**src/sv/mvn_pkg.sv**
```systemverilog
package mvn_pkg;

    localparam int IDX_W   = 12;
    localparam int POS_W   = 16;
    localparam int EDGE_W  = 17;
    localparam int PROD_W  = 34;
    localparam int CROSS_W = 35;
    localparam int NRM_W   = 16;

    localparam logic [1:0] KIND_VERTEX = 2'd0;
    localparam logic [1:0] KIND_TRI    = 2'd1;
    localparam logic [1:0] KIND_QUERY  = 2'd2;
    localparam logic [1:0] KIND_UNUSED = 2'd3;

    typedef struct packed {
        logic [1:0]              kind;
        logic [IDX_W-1:0]        vertex_index;
        logic signed [POS_W-1:0] pos_x;
        logic signed [POS_W-1:0] pos_y;
        logic signed [POS_W-1:0] pos_z;
        logic [IDX_W-1:0]        corner_a;
        logic [IDX_W-1:0]        corner_b;
        logic [IDX_W-1:0]        corner_c;
    } in_item_t;

    typedef struct packed {
        logic signed [NRM_W-1:0] normal_x;
        logic signed [NRM_W-1:0] normal_y;
        logic signed [NRM_W-1:0] normal_z;
        logic                    has_normal;
    } out_item_t;

    typedef struct packed {
        logic signed [POS_W-1:0] z;
        logic signed [POS_W-1:0] y;
        logic signed [POS_W-1:0] x;
    } pos_t;

endpackage

```
**src/sv/mvn_norm.sv**
```systemverilog
module mvn_norm
    import mvn_pkg::*;
(
    input  logic                      clk,
    input  logic                      rst_n,
    input  logic                      go,
    input  logic signed [CROSS_W-1:0] vx,
    input  logic signed [CROSS_W-1:0] vy,
    input  logic signed [CROSS_W-1:0] vz,
    output logic                      done,
    output out_item_t                 res
);

    localparam logic [2:0] N_IDLE  = 3'd0;
    localparam logic [2:0] N_SHIFT = 3'd1;
    localparam logic [2:0] N_SQ    = 3'd2;
    localparam logic [2:0] N_SQRT  = 3'd3;
    localparam logic [2:0] N_DLOAD = 3'd4;
    localparam logic [2:0] N_DIV   = 3'd5;
    localparam logic [2:0] N_FIN   = 3'd6;

    localparam logic [CROSS_W-1:0] HI_LIM = CROSS_W'(64'd1 << 30);
    localparam logic [CROSS_W-1:0] LO_LIM = CROSS_W'(64'd1 << 29);

    logic [2:0]               state_reg;
    logic [CROSS_W-1:0]       m_reg [3];
    logic [2:0]               neg_reg;
    logic [4:0]               step_reg;
    logic [1:0]               idx_reg;
    logic [59:0]              prod_reg;
    logic [63:0]              ss_reg;
    logic [63:0]              v_reg;
    logic [63:0]              root_reg;
    logic [63:0]              bit_reg;
    logic [45:0]              rem_reg;
    logic [45:0]              dv_reg;
    logic [14:0]              q_reg;
    logic signed [NRM_W-1:0]  n_reg [3];
    logic                     done_reg;
    out_item_t                res_reg;

    logic [CROSS_W-1:0] mag_x, mag_y, mag_z, mx;
    logic [CROSS_W-1:0] m_sel;
    logic [29:0]        ms;
    logic [63:0]        trial;
    logic               qbit;
    logic [14:0]        qn;

    function automatic logic [CROSS_W-1:0] mag(input logic signed [CROSS_W-1:0] v);
        mag = v[CROSS_W-1] ? CROSS_W'(-v) : CROSS_W'(v);
    endfunction

    always_comb
    begin
        mag_x = mag(vx);
        mag_y = mag(vy);
        mag_z = mag(vz);
        mx = m_reg[0];
        if (m_reg[1] > mx)
        begin
            mx = m_reg[1];
        end
        if (m_reg[2] > mx)
        begin
            mx = m_reg[2];
        end
        m_sel = m_reg[idx_reg];
        ms    = m_sel[29:0];
        trial = root_reg + bit_reg;
        qbit  = (rem_reg >= dv_reg);
        qn    = {q_reg[13:0], qbit};
    end

    always_ff @(posedge clk or negedge rst_n)
    begin
        if (!rst_n)
        begin
            state_reg <= N_IDLE;
            done_reg  <= 1'b0;
        end
        else
        begin
            done_reg <= 1'b0;
            case (state_reg)
                N_IDLE:
                begin
                    if (go)
                    begin
                        m_reg[0] <= mag_x;
                        m_reg[1] <= mag_y;
                        m_reg[2] <= mag_z;
                        neg_reg  <= {vz[CROSS_W-1], vy[CROSS_W-1], vx[CROSS_W-1]};
                        if (mag_x == '0 && mag_y == '0 && mag_z == '0)
                        begin
                            res_reg  <= '0;
                            done_reg <= 1'b1;
                        end
                        else
                        begin
                            state_reg <= N_SHIFT;
                        end
                    end
                end
                N_SHIFT:
                begin
                    if (mx >= HI_LIM)
                    begin
                        m_reg[0] <= m_reg[0] >> 1;
                        m_reg[1] <= m_reg[1] >> 1;
                        m_reg[2] <= m_reg[2] >> 1;
                    end
                    else if (mx < LO_LIM)
                    begin
                        m_reg[0] <= m_reg[0] << 1;
                        m_reg[1] <= m_reg[1] << 1;
                        m_reg[2] <= m_reg[2] << 1;
                    end
                    else
                    begin
                        step_reg  <= '0;
                        idx_reg   <= '0;
                        ss_reg    <= '0;
                        state_reg <= N_SQ;
                    end
                end
                N_SQ:
                begin
                    if (step_reg == 5'd3)
                    begin
                        v_reg     <= ss_reg + 64'(prod_reg);
                        root_reg  <= '0;
                        bit_reg   <= 64'd1 << 62;
                        step_reg  <= '0;
                        state_reg <= N_SQRT;
                    end
                    else
                    begin
                        if (step_reg != 5'd0)
                        begin
                            ss_reg <= ss_reg + 64'(prod_reg);
                        end
                        prod_reg <= 60'(ms) * 60'(ms);
                        if (idx_reg != 2'd2)
                        begin
                            idx_reg <= idx_reg + 2'd1;
                        end
                        step_reg <= step_reg + 5'd1;
                    end
                end
                N_SQRT:
                begin
                    if (v_reg >= trial)
                    begin
                        v_reg    <= v_reg - trial;
                        root_reg <= (root_reg >> 1) + bit_reg;
                    end
                    else
                    begin
                        root_reg <= root_reg >> 1;
                    end
                    bit_reg  <= bit_reg >> 2;
                    step_reg <= step_reg + 5'd1;
                    if (step_reg == 5'd31)
                    begin
                        idx_reg   <= '0;
                        state_reg <= N_DLOAD;
                    end
                end
                N_DLOAD:
                begin
                    rem_reg   <= {ms, 14'd0} + 46'(root_reg[31:1]);
                    dv_reg    <= {root_reg[31:0], 14'd0};
                    q_reg     <= '0;
                    step_reg  <= '0;
                    state_reg <= N_DIV;
                end
                N_DIV:
                begin
                    if (qbit)
                    begin
                        rem_reg <= rem_reg - dv_reg;
                    end
                    q_reg    <= qn;
                    dv_reg   <= dv_reg >> 1;
                    step_reg <= step_reg + 5'd1;
                    if (step_reg == 5'd14)
                    begin
                        n_reg[idx_reg] <= neg_reg[idx_reg] ? -NRM_W'(qn) : NRM_W'(qn);
                        if (idx_reg == 2'd2)
                        begin
                            state_reg <= N_FIN;
                        end
                        else
                        begin
                            idx_reg   <= idx_reg + 2'd1;
                            state_reg <= N_DLOAD;
                        end
                    end
                end
                N_FIN:
                begin
                    res_reg.normal_x   <= n_reg[0];
                    res_reg.normal_y   <= n_reg[1];
                    res_reg.normal_z   <= n_reg[2];
                    res_reg.has_normal <= 1'b1;
                    done_reg           <= 1'b1;
                    state_reg          <= N_IDLE;
                end
                default:
                begin
                    state_reg <= N_IDLE;
                end
            endcase
        end
    end

    assign done = done_reg;
    assign res  = res_reg;

endmodule

```
**config.mk**
```make
export PLATFORM = sky130hd
export DESIGN_NAME = mvn_norm
export DESIGN_NICKNAME = d
export VERILOG_FILES = /design/src/sv/mvn_pkg.sv /design/src/sv/mvn_norm.sv
export SDC_FILE = /design/constraint.sdc
export NUM_CORES = 2
export LEC_CHECK = 0
export ABC_AREA = 1
export BUFFER_PORTS_ARGS = -buffer_cell sky130_fd_sc_hd__buf_2
export CAP_MARGIN = 10
export CORE_MARGIN = 3
export CORE_UTILIZATION = 45
export CTS_BUF_LIST = sky130_fd_sc_hd__clkbuf_8
export DETAILED_ROUTE_END_ITERATION = 16
export SETUP_SLACK_MARGIN = 0.4
export SLEW_MARGIN = 20
export SYNTH_ARGS = -nofsm -noshare
export SYNTH_HDL_FRONTEND = slang
export SYNTH_SLANG_ARGS = --single-unit
```
**constraint.sdc**
```tcl
create_clock -name clk -period 12.6 [get_ports clk]
set_input_delay 0.63 -clock clk [delete_from_list [all_inputs] [get_ports clk]]
set_output_delay 0.63 -clock clk [all_outputs]
set_load 0.02 [all_outputs]
```
==> results.toml <==
[die]
die_span_x_um = 413
initial_core_util_pct = 45.6
full_die_area_um2 = 171000
die_h_um = 413
area_of_the_core_um2 = 164000
io_pins = 158
row_cnt = 148

[yosys]
post_synth_num_cell_types = 69
synth_async_sr_flop_share_pct = 0.659
synth-warning-count = 0
postSynthAreaPerCell_um2 = 7.68
synth.cell_area_um2 = 74600
synth_fp_nets = 11098
number_of_standard_cells_after_synthesis = 9710
postSynth.topFlopCell = "sky130_fd_sc_hd__edfxtp_1"
ys_seq_area_share_pct = 24.4
count_of_flip_flops_with_a_built_in_enable_after_synthesis = 601
ys_ff_latch = 607

[worst_setup_path]
setup.worst_path.class = "reg2reg"
crit_required_ps = 13290
critPathArrivalTime_ps = 10980
number_of_buffer_and_inverter_instances_along_the_worst_setup_path = 7
critical-path-slowest-cell = "sky130_fd_sc_hd__clkinv_1"
crit_path_start_kind = "flop"
critical_path_max_stage_delay_ps = 910
crit_top_cell = "sky130_fd_sc_hd__fa_1"
worst_r2r_endpoint = "prod_reg[54]"
critPathTopFamily = "adder cells"
worstRegToRegCells = 29
crit_path_max_fanout = 34
reg2reg_setup_slack_ps = 2310
critPathCapture = "prod_reg[54]"
critical_path.endpoint_type = "flop"
number_of_gates_on_the_worst_path_with_buffers_counted = 29

[worst_hold_path]
hold_crit_path_type = "in2reg"

[sta]
drv_slew = 0
timing.final.crit_period_ps = 10290
number_of_hold_slack_violations_in_the_final_timing_report = 0
achievable-frequency_ghz = 0.0972
max_slew.worst_pin.slew_ps = 1250
finalWorstSetupSlack_ps = 2310
setup_viol = 0
timing.clock.skew_ps = 90.3
period_share_pct = 81.6
timing.setup.tns_ps = 0
fin_worst_hold_slack_ps = 243
rsz0062_at_grt = "no"
relative_max_transition_margin_pct = 16.8

[finish]
final_net_count = 11215
most_frequent_standard_cell_in_the_layout_excluding_fill_and_tap_cells = "sky130_fd_sc_hd__nand2_1"
post_route_cells_drive_above_1_share_pct = 4.74
final_core_utilization_pct = 49.0
commonest_non_fill_non_tap_cells_in_the_layout = "sky130_fd_sc_hd__nand2_1, sky130_fd_sc_hd__inv_1, sky130_fd_sc_hd__nor2_1"
largest_register_ff_count = 105
area_growth_syn_to_layout_pct = 7.48
fill_cells = 16344

[detailed_routing]
vias_per_cell = 5.48
dr_total_vias = 66270
detail_route.drc_violations = 0
wl_per_cell_um = 20.8
detailedRoute.firstIterationViolations = 6051
routed_wl_um = 252000
drt.antenna.violating_nets = 0
detailedRoute.firstPassIterationCount = 8

[clock_tree]
cts_resized = 0
cts.sinks = 607
clock_latency_ps = 860
cts-root-to-sink-buffers = 3
clock_tree_from_tritoncts = "built"
cts_setup_buffers = 0
numCtsBuffers = 114
h-tree-depth = 3
root_buffer = "sky130_fd_sc_hd__clkbuf_8"
worst_path_clk_slew_ps = 70

[global_routing]
grt_antenna_before_repair = 5
grt-ovfl-total = 0
grt_usage_pct = 29.5
grt_max_degree = 170
grt_pass1_vias = 66242
wire_length_of_the_first_global_routing_pass_um = 389000

[placement]
hpwlAfterDp_um = 202000
dp_slack_ps = 2390
port_buffers = 157
routabilityCongestion = 0.994

[job]
drv.max_cap_violation_count = 0

[outcome]
outcome = "complete, no violations"
[metrics by stage]
step                      cells  area [um2]
after floorplan            9710       74600
after global placement    11884       77800
after detailed placement  11884       77800
after CTS                 12096       80100
after global routing      12099       80200
final                     12099       80200
[cell type report]
type	count	area (um2)	area share, %
Timing Repair Buffer	237	1420	1.78
Multi-Input combinational cell	6991	48500	60.5
Antenna cell	2	5.00	0.00624
Clock inverter	97	728	0.908
Clock buffer	114	1570	1.96
Sequential cell	607	18200	22.7
Tap cell	2175	2720	3.39
Inverter	1876	7040	8.79
[worst min path at each step]
stage	slack, ps	from	endpoint	depth (start not counted)
floorplan	330	rst_n	done	0
global placement	510	state_reg[1]	state_reg[1]	2
detailed placement	520	state_reg[1]	state_reg[1]	2
CTS	170	go	done	5
global route	220	go	done	5
finish	240	go	done	5
[timing repair]
item / 4_1_cts / 5_1_grt
hold endpoints to repair: 4 / 0
hold buffers: 1 / 0
endpoints found under the setup margin: 0 / 0
[logic make-up (layout without fill, tap and decap cells)]
family / count (synthesis) / count (layout) / synth area share, %
flip-flops: 607 / 607 / 24.4
multiplexers: 4 / 4 / 0.0537
AO/OA/AOI/OAI: 1461 / 1461 / 10.8
AND/OR/NAND/NOR: 3927 / 3927 / 21.7
buffers and inverters: 2112 / 2324 / 10.8
adder cells (fa/ha/maj): 1280 / 1280 / 28.5
XOR/XNOR: 319 / 319 / 3.75
other: 0 / 2 / 0
[cells in the mapped netlist (80+ instances only)]
cell	number	share of area, %
sky130_fd_sc_hd__xnor2_1	135	1.6
sky130_fd_sc_hd__a21oi_1	521	3.5
sky130_fd_sc_hd__clkbuf_1	155	0.78
sky130_fd_sc_hd__o21ai_0	590	4.0
sky130_fd_sc_hd__xor2_1	184	2.2
sky130_fd_sc_hd__nor2_1	1292	6.5
sky130_fd_sc_hd__nand2_1	1888	9.5
sky130_fd_sc_hd__nand4_1	169	1.4
sky130_fd_sc_hd__a31oi_1	80	0.67
sky130_fd_sc_hd__fa_1	699	19
sky130_fd_sc_hd__inv_1	1850	9.3
sky130_fd_sc_hd__ha_1	581	9.7
sky130_fd_sc_hd__edfxtp_1	601	24
sky130_fd_sc_hd__nand3_1	371	2.5
[tightest hold or removal path: cells and delay by family]
| family | cells | cell delay, ps |
|---|---|---|
| simple gates | 3 | 230 |
| buf+inv | 2 | 170 |
[per-layer routing]
layer  track usage [%]  vias up  wire (um)
li1                  -    31414          -
met1              40.7    32047     110000
met2              47.3     2369     114000
met3              4.90      434      18700
met4              9.55        6       9200
met5                 0        -         38
Power is left out: the tool's default activity adds up to more than one toggle a clock period on the data nets, which glitch-free logic cannot reach.
